## src/design/pdt_pkg.sv

```systemverilog
package pdt_pkg;

  // defaults for the top level parameters
  localparam int NUM_SLOTS_DEF    = 16;
  localparam int TIME_WIDTH_DEF   = 32;
  localparam int HANDLE_WIDTH_DEF = 16;

  // fixed field widths on the stream ports
  localparam int OPCODE_W  = 3;
  localparam int ID_W      = 4;
  localparam int HANDLE_PW = 16;
  localparam int TIME_PW   = 32;
  localparam int STATUS_W  = 3;
  localparam int SLOT_PW   = 4;

  localparam int IN_FIELDS_W  = ID_W + HANDLE_PW + TIME_PW;
  localparam int IN_DATA_W    = ((IN_FIELDS_W + 7) / 8) * 8;
  localparam int OUT_FIELDS_W = SLOT_PW + HANDLE_PW + TIME_PW;
  localparam int OUT_DATA_W   = ((OUT_FIELDS_W + 7) / 8) * 8;
  localparam int OUT_PAD_W    = OUT_DATA_W - OUT_FIELDS_W;

  typedef enum logic [OPCODE_W-1:0] {
    OP_ADD_PERIODIC = 3'd0,
    OP_ADD_AT       = 3'd1,
    OP_DELETE       = 3'd2,
    OP_CHANGE       = 3'd3,
    OP_TICK         = 3'd4,
    OP_SCAN         = 3'd5
  } opcode_t;

  typedef enum logic [STATUS_W-1:0] {
    ST_OK        = 3'd0,
    ST_FULL      = 3'd1,
    ST_NOT_FOUND = 3'd2,
    ST_DISPATCH  = 3'd3,
    ST_NONE_DUE  = 3'd4
  } status_t;

  typedef enum logic [2:0] {
    S_IDLE,
    S_EXEC,
    S_FIND,
    S_SCAN,
    S_CMP,
    S_DONE
  } state_t;

  // write enables of the slot memory
  typedef struct packed {
    logic handle;
    logic period;
    logic next_run;
  } slot_we_t;

endpackage

```

## src/design/pdt_slot_ram.sv

```systemverilog
module pdt_slot_ram import pdt_pkg::*; #(
  parameter int NUM_SLOTS    = NUM_SLOTS_DEF,
  parameter int TIME_WIDTH   = TIME_WIDTH_DEF,
  parameter int HANDLE_WIDTH = HANDLE_WIDTH_DEF,
  parameter int IDX_W        = $clog2(NUM_SLOTS)
) (
  input  logic                    clk,
  input  slot_we_t                we,
  input  logic [IDX_W-1:0]        wr_addr,
  input  logic [HANDLE_WIDTH-1:0] wr_handle,
  input  logic [TIME_WIDTH-1:0]   wr_period,
  input  logic [TIME_WIDTH-1:0]   wr_next,
  input  logic [IDX_W-1:0]        rd_addr,
  output logic [HANDLE_WIDTH-1:0] rd_handle,
  output logic [TIME_WIDTH-1:0]   rd_period,
  output logic [TIME_WIDTH-1:0]   rd_next
);

  logic [HANDLE_WIDTH-1:0] handle_mem [NUM_SLOTS];
  logic [TIME_WIDTH-1:0]   period_mem [NUM_SLOTS];
  logic [TIME_WIDTH-1:0]   next_mem   [NUM_SLOTS];

  always_ff @(posedge clk) begin
    if (we.handle) begin
      handle_mem[wr_addr] <= wr_handle;
    end
    if (we.period) begin
      period_mem[wr_addr] <= wr_period;
    end
    if (we.next_run) begin
      next_mem[wr_addr] <= wr_next;
    end
  end

  always_ff @(posedge clk) begin
    rd_handle <= handle_mem[rd_addr];
    rd_period <= period_mem[rd_addr];
    rd_next   <= next_mem[rd_addr];
  end

endmodule

```

## src/design/periodic_task_dispatch_table.sv

```systemverilog
// work starts the cycle after the accept; the result is valid the cycle after the last work cycle
// add: walks up from slot 0 to the lowest free slot; answers full after the last slot
// delete, change period, tick: handled in the execute state
// scan: walks all slots through the slot memory, comparing each occupied one, then a done state
// ready again the cycle after the last work cycle; a stalled result holds the block in its work state
// reset clears tick counter and occupancy flags; slot memory needs no clearing
module periodic_task_dispatch_table import pdt_pkg::*; #(
  parameter int NUM_SLOTS    = NUM_SLOTS_DEF,
  parameter int TIME_WIDTH   = TIME_WIDTH_DEF,
  parameter int HANDLE_WIDTH = HANDLE_WIDTH_DEF
) (
  input  logic                  clk,
  input  logic                  rst,
  input  logic                  s_axis_tvalid,
  output logic                  s_axis_tready,
  input  logic [IN_DATA_W-1:0]  s_axis_tdata,  // task_id, task_handle, time_value, pad
  input  logic [OPCODE_W-1:0]   s_axis_tuser,  // opcode
  output logic                  m_axis_tvalid,
  input  logic                  m_axis_tready,
  output logic [OUT_DATA_W-1:0] m_axis_tdata,  // slot, handle_out, time_now, pad
  output logic [STATUS_W-1:0]   m_axis_tuser,  // status
  output logic                  m_axis_tlast
);

  localparam int IDX_W = (NUM_SLOTS > 1) ? $clog2(NUM_SLOTS) : 1;
  localparam logic [IDX_W-1:0] LAST_IDX = IDX_W'(NUM_SLOTS - 1);

  state_t state, state_next;

  logic [IDX_W-1:0]        idx;
  logic [OPCODE_W-1:0]     op;
  logic [ID_W-1:0]         op_id;
  logic [HANDLE_WIDTH-1:0] op_handle;
  logic [TIME_WIDTH-1:0]   op_time;
  logic [TIME_WIDTH-1:0]   tick;
  logic [NUM_SLOTS-1:0]    occ;

  logic                    pend_valid;
  logic [IDX_W-1:0]        pend_slot;
  logic [HANDLE_WIDTH-1:0] pend_handle;

  logic                    out_valid;
  status_t                 out_status;
  logic [SLOT_PW-1:0]      out_slot;
  logic [HANDLE_PW-1:0]    out_handle;
  logic [TIME_PW-1:0]      out_time;
  logic                    out_last;

  // memory side
  slot_we_t                we;
  logic [IDX_W-1:0]        wr_addr;
  logic [TIME_WIDTH-1:0]   wr_period;
  logic [TIME_WIDTH-1:0]   wr_next;
  logic [HANDLE_WIDTH-1:0] rd_handle;
  logic [TIME_WIDTH-1:0]   rd_period;
  logic [TIME_WIDTH-1:0]   rd_next;

  // control from the sequencer
  logic                    emit;
  status_t                 e_status;
  logic [IDX_W-1:0]        e_slot;
  logic [HANDLE_WIDTH-1:0] e_handle;
  logic                    e_last;
  logic                    occ_wr;
  logic [IDX_W-1:0]        occ_addr;
  logic                    occ_val;
  logic                    tick_inc;
  logic                    idx_inc;
  logic                    pend_load;

  // width adaptation between ports and storage
  logic [HANDLE_WIDTH+HANDLE_PW-1:0] hin_ext;
  logic [TIME_WIDTH+TIME_PW-1:0]     tin_ext;
  logic [HANDLE_WIDTH+HANDLE_PW-1:0] hout_ext;
  logic [TIME_WIDTH+TIME_PW-1:0]     tout_ext;
  logic [IDX_W+SLOT_PW-1:0]          slot_ext;
  logic [IDX_W+ID_W-1:0]             id_ext;
  logic [IDX_W-1:0]                  id_idx;
  logic [TIME_WIDTH-1:0]             tick_after;

  logic accept;
  logic out_free;
  logic id_found;
  logic due;
  logic at_last;

  assign accept   = s_axis_tvalid && s_axis_tready;
  assign out_free = !out_valid || m_axis_tready;
  assign at_last  = (idx == LAST_IDX);

  assign hin_ext = (HANDLE_WIDTH + HANDLE_PW)'(s_axis_tdata[ID_W +: HANDLE_PW]);
  assign tin_ext = (TIME_WIDTH + TIME_PW)'(s_axis_tdata[ID_W + HANDLE_PW +: TIME_PW]);

  assign id_ext   = (IDX_W + ID_W)'(op_id);
  assign id_idx   = id_ext[IDX_W-1:0];
  assign id_found = (32'(op_id) < 32'(NUM_SLOTS)) && occ[id_idx];

  // shared compare unit of the scan walk
  assign due = (tick >= rd_next);

  assign tick_after = tick_inc ? tick + 1'b1 : tick;
  assign tout_ext   = (TIME_WIDTH + TIME_PW)'(tick_after);
  assign hout_ext   = (HANDLE_WIDTH + HANDLE_PW)'(e_handle);
  assign slot_ext   = (IDX_W + SLOT_PW)'(e_slot);

  pdt_slot_ram #(
    .NUM_SLOTS    (NUM_SLOTS),
    .TIME_WIDTH   (TIME_WIDTH),
    .HANDLE_WIDTH (HANDLE_WIDTH),
    .IDX_W        (IDX_W)
  ) u_ram (
    .clk       (clk),
    .we        (we),
    .wr_addr   (wr_addr),
    .wr_handle (op_handle),
    .wr_period (wr_period),
    .wr_next   (wr_next),
    .rd_addr   (idx),
    .rd_handle (rd_handle),
    .rd_period (rd_period),
    .rd_next   (rd_next)
  );

  // next state
  always_comb begin
    state_next = state;
    case (state)
      S_IDLE: begin
        if (accept) begin
          case (s_axis_tuser)
            OP_ADD_PERIODIC, OP_ADD_AT: state_next = S_FIND;
            OP_SCAN:                    state_next = S_SCAN;
            default:                    state_next = S_EXEC;
          endcase
        end
      end
      S_EXEC: begin
        if (out_free) begin
          state_next = S_IDLE;
        end
      end
      S_FIND: begin
        if ((!occ[idx] || at_last) && out_free) begin
          state_next = S_IDLE;
        end
      end
      S_SCAN: begin
        if (occ[idx]) begin
          state_next = S_CMP;
        end else if (at_last) begin
          state_next = S_DONE;
        end
      end
      S_CMP: begin
        if (!(due && pend_valid && !out_free)) begin
          state_next = at_last ? S_DONE : S_SCAN;
        end
      end
      S_DONE: begin
        if (out_free) begin
          state_next = S_IDLE;
        end
      end
      default: state_next = S_IDLE;
    endcase
  end

  // outputs of the sequencer
  always_comb begin
    emit      = 1'b0;
    e_status  = ST_OK;
    e_slot    = '0;
    e_handle  = '0;
    e_last    = 1'b1;
    we        = '0;
    wr_addr   = idx;
    wr_period = op_time;
    wr_next   = '0;
    occ_wr    = 1'b0;
    occ_addr  = idx;
    occ_val   = 1'b0;
    tick_inc  = 1'b0;
    idx_inc   = 1'b0;
    pend_load = 1'b0;
    case (state)
      S_EXEC: begin
        if (out_free) begin
          emit = 1'b1;
          case (op)
            OP_DELETE: begin
              occ_addr = id_idx;
              if (id_found) begin
                occ_wr = 1'b1;
                e_slot = id_idx;
              end else begin
                e_status = ST_NOT_FOUND;
              end
            end
            OP_CHANGE: begin
              wr_addr = id_idx;
              if (id_found) begin
                we.period = 1'b1;
                e_slot    = id_idx;
              end else begin
                e_status = ST_NOT_FOUND;
              end
            end
            OP_TICK: tick_inc = 1'b1;
            default: ;
          endcase
        end
      end
      S_FIND: begin
        if (!occ[idx]) begin
          if (out_free) begin
            emit        = 1'b1;
            e_slot      = idx;
            we.handle   = 1'b1;
            we.period   = 1'b1;
            we.next_run = 1'b1;
            wr_period   = (op == OP_ADD_PERIODIC) ? op_time : '0;
            wr_next     = (op == OP_ADD_PERIODIC) ? '0 : op_time;
            // a zero handle leaves the slot free
            occ_wr      = 1'b1;
            occ_val     = (op_handle != '0);
          end
        end else if (at_last) begin
          if (out_free) begin
            emit     = 1'b1;
            e_status = ST_FULL;
          end
        end else begin
          idx_inc = 1'b1;
        end
      end
      S_SCAN: begin
        if (!occ[idx] && !at_last) begin
          idx_inc = 1'b1;
        end
      end
      S_CMP: begin
        if (!due) begin
          idx_inc = !at_last;
        end else if (!pend_valid || out_free) begin
          // previous dispatch goes out now that another one follows it
          emit        = pend_valid;
          e_status    = ST_DISPATCH;
          e_slot      = pend_slot;
          e_handle    = pend_handle;
          e_last      = 1'b0;
          we.next_run = 1'b1;
          wr_next     = tick + rd_period;
          pend_load   = 1'b1;
          idx_inc     = !at_last;
        end
      end
      S_DONE: begin
        if (out_free) begin
          emit = 1'b1;
          if (pend_valid) begin
            e_status = ST_DISPATCH;
            e_slot   = pend_slot;
            e_handle = pend_handle;
          end else begin
            e_status = ST_NONE_DUE;
          end
        end
      end
      default: ;
    endcase
  end

  always_ff @(posedge clk) begin
    if (rst) begin
      state      <= S_IDLE;
      tick       <= '0;
      occ        <= '0;
      pend_valid <= 1'b0;
      out_valid  <= 1'b0;
    end else begin
      state <= state_next;
      tick  <= tick_after;
      if (occ_wr) begin
        occ[occ_addr] <= occ_val;
      end
      if (accept) begin
        pend_valid <= 1'b0;
      end else if (pend_load) begin
        pend_valid <= 1'b1;
      end
      if (emit) begin
        out_valid <= 1'b1;
      end else if (m_axis_tready) begin
        out_valid <= 1'b0;
      end
    end
  end

  always_ff @(posedge clk) begin
    if (accept) begin
      idx       <= '0;
      op        <= s_axis_tuser;
      op_id     <= s_axis_tdata[ID_W-1:0];
      op_handle <= hin_ext[HANDLE_WIDTH-1:0];
      op_time   <= tin_ext[TIME_WIDTH-1:0];
    end else if (idx_inc) begin
      idx <= idx + 1'b1;
    end
    if (pend_load) begin
      pend_slot   <= idx;
      pend_handle <= rd_handle;
    end
    if (emit) begin
      out_status <= e_status;
      out_slot   <= slot_ext[SLOT_PW-1:0];
      out_handle <= hout_ext[HANDLE_PW-1:0];
      out_time   <= tout_ext[TIME_PW-1:0];
      out_last   <= e_last;
    end
  end

  assign s_axis_tready = (state == S_IDLE);
  assign m_axis_tvalid = out_valid;
  assign m_axis_tdata  = {{OUT_PAD_W{1'b0}}, out_time, out_handle, out_slot};
  assign m_axis_tuser  = out_status;
  assign m_axis_tlast  = out_last;

endmodule

```

## config.mk

```make
export PLATFORM = sky130hd
export DESIGN_NAME = periodic_task_dispatch_table
export DESIGN_NICKNAME = d
export VERILOG_FILES = /design/src/design/pdt_pkg.sv /design/src/design/pdt_slot_ram.sv /design/src/design/periodic_task_dispatch_table.sv
export SDC_FILE = /design/constraint.sdc
export NUM_CORES = 2
export LEC_CHECK = 0
export ABC_AREA = 1
export BUFFER_PORTS_ARGS = -buffer_cell sky130_fd_sc_hd__buf_2
export CORE_ASPECT_RATIO = 0.9
export CORE_MARGIN = 2
export CORE_UTILIZATION = 35
export DETAILED_ROUTE_END_ITERATION = 8
export SYNTH_ARGS = -nofsm -noshare
export SYNTH_HDL_FRONTEND = slang
export SYNTH_HIERARCHICAL = 1
export SYNTH_SLANG_ARGS = --single-unit
```

## constraint.sdc

```tcl
create_clock -name clk -period 3.75 [get_ports clk]
set_input_delay 0.375 -clock clk [delete_from_list [all_inputs] [get_ports clk]]
set_output_delay 0.375 -clock clk [all_outputs]
set_load 0.02 [all_outputs]
```

* Word-level counts from Yosys, hierarchy flattened
Memories as Yosys holds them, arrays and structs flattened. A register that Yosys moved wholly into a read port is not among the register bits. Cells that the tools add are included.
Word-level totals: memory bits (read-only) 0, bits in latches 0, register bits 188, memories 3, RAM bits 1280
Memories:
- u_ram.next_mem | depth 16, width 32, read ports 1, clocked after Yosys merged registers in 1, wr ports 1, line pdt_slot_ram.sv:21 | logic [TIME_WIDTH-1:0] next_mem [NUM_SLOTS];
- u_ram.period_mem | depth 16, width 32, read ports 1, clocked after Yosys merged registers in 1, wr ports 1, line pdt_slot_ram.sv:20 | logic [TIME_WIDTH-1:0] period_mem [NUM_SLOTS];
- u_ram.handle_mem | depth 16, width 16, read ports 1, clocked after Yosys merged registers in 1, wr ports 1, line pdt_slot_ram.sv:19 | logic [HANDLE_WIDTH-1:0] handle_mem [NUM_SLOTS];
Operators by class: add/subtract/negate cells 3, $lt $le $gt $ge 5, muxes and demuxes 101, shift operators 0, reduce and logical (&&, ||, !) cells 25, $mul 0, div/mod/pow operators 0, bitwise logic cells 0, equality and inequality tests 16
Operators with widths (count):
- 32-bit two-way mux | 10
- 16-bit two-way mux | 4
- 32-bit one-hot mux with 2 select lines | 1
- 4-bit two-way mux | 15
- 1-bit two-way mux | 39
- 3-bit two-way mux | 13
- 32-bit by 1-bit adder with 32-bit output, second input constant | 1
- 32-bit adder | 1
- 32-bit >= comparator | 1
- 16-bit one-hot mux with 2 select lines | 1
- 16-bit bitwise mux | 1
- 4-bit one-hot mux with 4 select lines | 1
- 16-bit nonzero test | 1
- 4-bit by 5-bit less-than comparator with 1-bit output, second input constant | 3
- 3-bit one-hot mux with 5 select lines | 1
- 3-bit by 2-bit == test with 1-bit output, second input constant | 4
- 3-bit == test, second input constant | 4
- 3-bit one-hot mux with 4 select lines | 1
- 2-bit two-way mux | 5
- 3-bit logical NOT | 3
- 1-bit binary-select mux with 4-bit select | 2
- 2-bit OR reduction | 4
- 3-bit by 1-bit == test with 1-bit output, second input constant | 2
- 1-bit logical AND | 6
- 15 further kinds | 26

* Depth between registers and ports, before layout
depth in word-level cells 9, mapped depth 18, mapped depth without buffers 17

* By module
The synthesis kept the hierarchy.
Modules (own cells, without submodules):
- pdt_slot_ram | sequential area each 40038.4 um2, instances 1, area an instance 56371.6 um2, cells an instance 5312
- periodic_task_dispatch_table | sequential area each 5074.9 um2, instances 1, area an instance 11113.2 um2, cells an instance 1344

* Worst setup path after synthesis
Ideal clock, no wire load.
kind flip-flop to flip-flop, start register tick[0], end memory u_ram/next_mem[11][0] (netlist bit), enable pin, cell stages (with the launch flop) 19, data arrival time 3.353 ns, required time 3.329 ns, setup time 0.421 ns, period minus slack after synthesis 3.774 ns, setup slack -0.024 ns, cell sequence dfxtp_1 > inv_1 > ha_1 > inv_1 > nand2_1 > nand2_1 > nand3_1 > nand2_1 > nand2_1 > nand2_1 > nand2_1 > nand2_1 > nand2_1 > nand3_1 > clkbuf_1 > nand2_1 > inv_1 > clkbuf_1 > nor2_1
RTL lines:
- from (decl) | line periodic_task_dispatch_table.sv:35 | logic [TIME_WIDTH-1:0] tick;
- from (signal assigned) | line periodic_task_dispatch_table.sv:282 | tick <= tick_after;
- to (decl) | line pdt_slot_ram.sv:21

* Worst setup path in the final report
start register idx[0], end memory u_ram/next_mem[9][27] (netlist bit) (data pin)
Between the ends: cells in the longest elaborated chain, start to end 4
Ends and longest elaborated chain:
- from (decl) | line periodic_task_dispatch_table.sv:30 | logic [IDX_W-1:0] idx;
- from (signal assigned) | line periodic_task_dispatch_table.sv:307 | idx <= idx + 1'b1;
- 1-bit binary-select mux with 4-bit select | line periodic_task_dispatch_table.sv:214 | if (!occ[idx]) begin
- 1-bit two-way mux (not written as such) | line periodic_task_dispatch_table.sv:214
- 32-bit two-way mux | line periodic_task_dispatch_table.sv:214
- 32-bit one-hot mux with 2 select lines | line periodic_task_dispatch_table.sv:185 | case (state)
- via wr_next[27] | line periodic_task_dispatch_table.sv:53 | logic [TIME_WIDTH-1:0] wr_next;
The timed path passes the listed nets, and every way through them passes these cells. The select of a mux whose other input is x is not followed.

==> impl_metrics.xml <==
<?xml version="1.0" encoding="UTF-8"?>
<metrics>
  <group name="worst_setup_path">
    <metric name="crit_start" unit="">idx[0]$_SDFFE_PP0P_</metric>
    <metric name="worst_setup_path_start_kind" unit="">register</metric>
    <metric name="crit_end_element" unit="">register</metric>
    <metric name="critical_path.reg2reg.startpoint" unit="">idx[0]$_SDFFE_PP0P_</metric>
    <metric name="crit_path_max_fanout" unit="">29</metric>
    <metric name="crit_chain" unit="">buf_4 &gt; nand2_1 &gt; nand3_1 &gt; nand2_1 &gt; nand2_1 &gt; nand2_1 &gt; inv_1 &gt; nand2_1 &gt; inv_2 &gt; nand2_4 &gt; nor2_8 &gt; inv_2 &gt; o22ai_1 &gt; buf_4</metric>
    <metric name="critical_path_max_stage_delay" unit="ps">580</metric>
    <metric name="critical_path.most_common_cell" unit="">nand2_1</metric>
    <metric name="critical_path_arrival" unit="ps">3910</metric>
    <metric name="setup_slack_reg_to_reg" unit="ps">410</metric>
    <metric name="cp.required" unit="ps">4320</metric>
    <metric name="cp_slowest_cell" unit="">dfxtp_4</metric>
    <metric name="regToRegEndpoint" unit="">u_ram/next_mem[9][27]$_DFFE_PP_</metric>
    <metric name="worstSetupPathType" unit="">reg2reg</metric>
    <metric name="rr_worst_depth" unit="">14</metric>
  </group>
  <group name="yosys">
    <metric name="count_of_different_cell_masters_after_synthesis" unit="">48</metric>
    <metric name="post_synth_edffs" unit="">1411</metric>
    <metric name="synth.cell_area" unit="µm²">67480</metric>
    <metric name="postSynthAreaPerCell" unit="µm²">10.14</metric>
    <metric name="part_of_the_yosys_area_used_for_sequential_elements" unit="">0.6685</metric>
    <metric name="synthesis.instances" unit="">6656</metric>
    <metric name="postSynth.topFlopCell" unit="">edfxtp_1</metric>
    <metric name="yosys_register_bits" unit="">1548</metric>
    <metric name="yosys_warning_total" unit="">6</metric>
    <metric name="asyncSetResetFlopFracSynth" unit="">0</metric>
  </group>
  <group name="clock_tree">
    <metric name="cts_inserted_buffers" unit="">158</metric>
    <metric name="cts-root-to-sink-buffers" unit="">3</metric>
    <metric name="cts_sinks" unit="">1548</metric>
    <metric name="ctsHtreeMaxLevel" unit="">4</metric>
    <metric name="tritoncts" unit="">built</metric>
    <metric name="worstSkewPairLatency" unit="ps">800</metric>
    <metric name="cts_clock_pin_slew_for_the_worst_setup_and_hold_paths" unit="ps">60</metric>
    <metric name="post_cts_resized" unit="">0</metric>
    <metric name="clock-root-buffer" unit="">clkbuf_16</metric>
  </group>
  <group name="worst_hold_path">
    <metric name="hold_depth" unit="">4</metric>
    <metric name="hold_path_class" unit="">in2reg</metric>
    <metric name="min_to" unit="">idx[0]$_SDFFE_PP0P_</metric>
    <metric name="min-delay-start" unit="">s_axis_tvalid</metric>
  </group>
  <group name="sta">
    <metric name="fin_crit_sh" unit="">0.8910</metric>
    <metric name="final_setup_skew" unit="ps">44.65</metric>
    <metric name="setup_violations" unit="">0</metric>
    <metric name="relSlewSlack" unit="">0.1908</metric>
    <metric name="final_hold_viol_count" unit="">0</metric>
    <metric name="layout_setup_ws" unit="ps">408.7</metric>
    <metric name="max_clock_freq" unit="MHz">299.3</metric>
    <metric name="rsz_0062_raised_after_global_routing" unit="">no</metric>
    <metric name="finalMaxSlewViolations" unit="">0</metric>
    <metric name="timing_worst_slew_pin_value" unit="ps">1209</metric>
    <metric name="period_needed" unit="ps">3341</metric>
  </group>
  <group name="grt">
    <metric name="grt_start_max_net_pins" unit="">200</metric>
    <metric name="grt_use_met1" unit="">0.2560</metric>
    <metric name="wire_length_of_the_first_global_routing_pass" unit="µm">276900</metric>
    <metric name="antenna_violations_before_repair" unit="">8</metric>
    <metric name="first_global_vias" unit="">43370</metric>
    <metric name="grt.met3_usage" unit="">0.02495</metric>
    <metric name="gr-total-overflow" unit="">0</metric>
    <metric name="grt.met2_usage" unit="">0.3051</metric>
    <metric name="grt-busiest-layer" unit="">met2</metric>
    <metric name="grtUsageTotal" unit="">0.1874</metric>
  </group>
  <group name="power">
    <metric name="peakVddDrop" unit="µV">577.1</metric>
    <metric name="p_per_area" unit="nW/µm²">658.1</metric>
    <metric name="total_leakage_power" unit="µW">0.03264</metric>
  </group>
  <group name="drt">
    <metric name="wl_per_cell" unit="µm">19.53</metric>
    <metric name="detail_route.vias_per_cell" unit="">4.829</metric>
    <metric name="detail-route-antenna-nets" unit="">0</metric>
    <metric name="drtIter0Drc" unit="">4446</metric>
    <metric name="route.vias.total" unit="">46140</metric>
    <metric name="remaining_drc_errors" unit="">0</metric>
    <metric name="drt-total-wl" unit="µm">186600</metric>
    <metric name="drt_first_pass_iters" unit="">6</metric>
  </group>
  <group name="floorplan">
    <metric name="start_util" unit="">0.3531</metric>
    <metric name="die_area" unit="µm²">196300</metric>
    <metric name="floorplan.core_area" unit="µm²">191100</metric>
    <metric name="floorplan.die.height" unit="µm">420.6</metric>
    <metric name="die_x" unit="µm">466.9</metric>
    <metric name="design.portCount" unit="">125</metric>
    <metric name="rows" unit="">152</metric>
  </group>
  <group name="placed_design">
    <metric name="post-place-ws" unit="ps">477.1</metric>
    <metric name="postPlaceCellArea" unit="µm²">72180</metric>
    <metric name="dp.final_hpwl" unit="µm">111500</metric>
    <metric name="place_congestion" unit="">0.9247</metric>
    <metric name="port-buffer-count" unit="">116</metric>
  </group>
  <group name="final_layout">
    <metric name="design_area" unit="µm²">77930</metric>
    <metric name="syn2layout_area_growth" unit="%">15.48</metric>
    <metric name="layout.cells.most_common" unit="">nand2_1</metric>
    <metric name="most-common-layout-cells" unit="">nand2_1 (1969), edfxtp_1 (1411), inv_1 (1147)</metric>
    <metric name="drive_gt1_frac" unit="">0.08896</metric>
    <metric name="final_nets" unit="">7012</metric>
  </group>
  <group name="flow_run">
    <metric name="timing.max_cap.violations" unit="">0</metric>
  </group>
  <group name="outcome">
    <metric name="status" unit="">finished clean</metric>
  </group>
</metrics>
stage by stage:
stage | hold WS, ps | TNS (ps) | std cells | total power, µW | utilization
after floorplan | 385.5 | -7713 | 6659 | 30710 | -
after global placement | 390.1 | 0 | 9209 | 35640 | 0.3777
after detailed placement | 389.5 | 0 | 9209 | 35840 | 0.3777
after CTS | 17.12 | 0 | 9555 | 51640 | 0.4077
after global routing | 92.64 | 0 | 9555 | 53760 | 0.4077
final | 75.85 | 0 | 9556 | 51290 | 0.4077
cell usage after synthesis, types with 3 or more instances:
cell type	n	area share
ha_1	65	0.012
xor2_1	25	0.0032
buf_6	3	0.00050
nor2_4	5	0.00083
inv_2	11	0.00061
nand4_1	13	0.0012
a21oi_1	95	0.0070
o21a_1	8	0.00089
a31oi_1	10	0.00093
nand3_1	1025	0.076
a21boi_0	17	0.0019
and2_1	7	0.00065
o211ai_1	8	0.00089
clkbuf_1	51	0.0028
o22ai_1	26	0.0024
nor2_1	211	0.012
o21ai_2	4	0.00052
o21ai_1	3	0.00022
nor3_1	24	0.0018
nor4_1	15	0.0014
xnor2_1	19	0.0025
buf_1	21	0.0012
a21o_1	5	0.00056
edfxtp_1	1411	0.63
o21bai_1	5	0.00056
or2_2	3	0.00028
dfxtp_1	137	0.041
buf_4	19	0.0021
nand2_1	1970	0.11
buf_2	204	0.015
o21ai_0	61	0.0045
nor2_2	5	0.00046
inv_1	1149	0.064
area by class of cell:
cell class                 instances  area (µm²)
fill                           17990      113200
sequential                      1548       45130
multi-input combinational       3653       16850
clock buffer                     225        4398
inverter                        1160        4383
timing repair buffer             362        3191
tap                             2541        3179
clock inverter                    66       798.3
antenna                            1       2.502
report_power, final:
group	switching [µW]	leakage, µW	internal [µW]	total (µW)
Combinational	9700	0.0162	3600	13300
Sequential	801	0.0140	21500	22300
Clock	6650	0.00253	9070	15700
Total	17200	0.0326	34100	51300
critical path, delay by kind of cell (launching register included):
kind / cells / cell delay, ps
buffers and inverters: 5 / 1200
AND/OR/NAND/NOR: 8 / 990
flip-flops: 1 / 580
AO/OA/AOI/OAI: 1 / 280
how the worst max path moves through the flow:
stage	to	slack, ps	cells after the start
finish	u_ram/next_mem[9][27]$_DFFE_PP_	410	14
global route	u_ram/next_mem[10][21]$_DFFE_PP_	180	14
CTS	u_ram/next_mem[2][25]$_DFFE_PP_	430	13
detailed placement	u_ram/next_mem[12][25]$_DFFE_PP_	480	16
global placement	u_ram/next_mem[10][25]$_DFFE_PP_	450	16
floorplan	u_ram/next_mem[11][0]$_DFFE_PP_	-20	18
timing repair:
item	in CTS	in global routing
setup endpoints to repair	0	0
hold buffers	55	0
endpoints found under the hold margin	55	0
buffers inserted	0	0
logic make-up (layout without fill, tap and decap cells):
group                      count (synthesis)  in the layout  synth area share
and+or+nand+nor                         3295           3295            0.2064
DFF                                     1548           1548            0.6685
buffers and inverters                   1458           1813           0.08627
AOI/OAI and AO/OA                        244            244           0.02067
adders and majority gates                 66             66           0.01235
xor gates and xnor gates                  44             44          0.005710
other                                      1              5        0.00005557
routing by layer:
metal / share of wire / vias to the layer above / wire length [µm]
met2: 0.47 / 1591 / 88080
li1: - / 22110 / -
met3: 0.066 / 290 / 12290
met4: 0.033 / 6 / 6102
met1: 0.43 / 22150 / 80110
met5: 0.00025 / - / 47
flip-flops by register name, indices dropped and copies added (netlist names), 16 cells and up:
name,flops
u_ram/next_mem,512
u_ram/period_mem,512
u_ram/handle_mem,256
op_time,32
out_time,32
tick,32
u_ram/rd_next,32
u_ram/rd_period,32
occ,16
op_handle,16
out_handle,16
pend_handle,16
u_ram/rd_handle,16
Note: power is estimated with default switching activity, not from simulation.
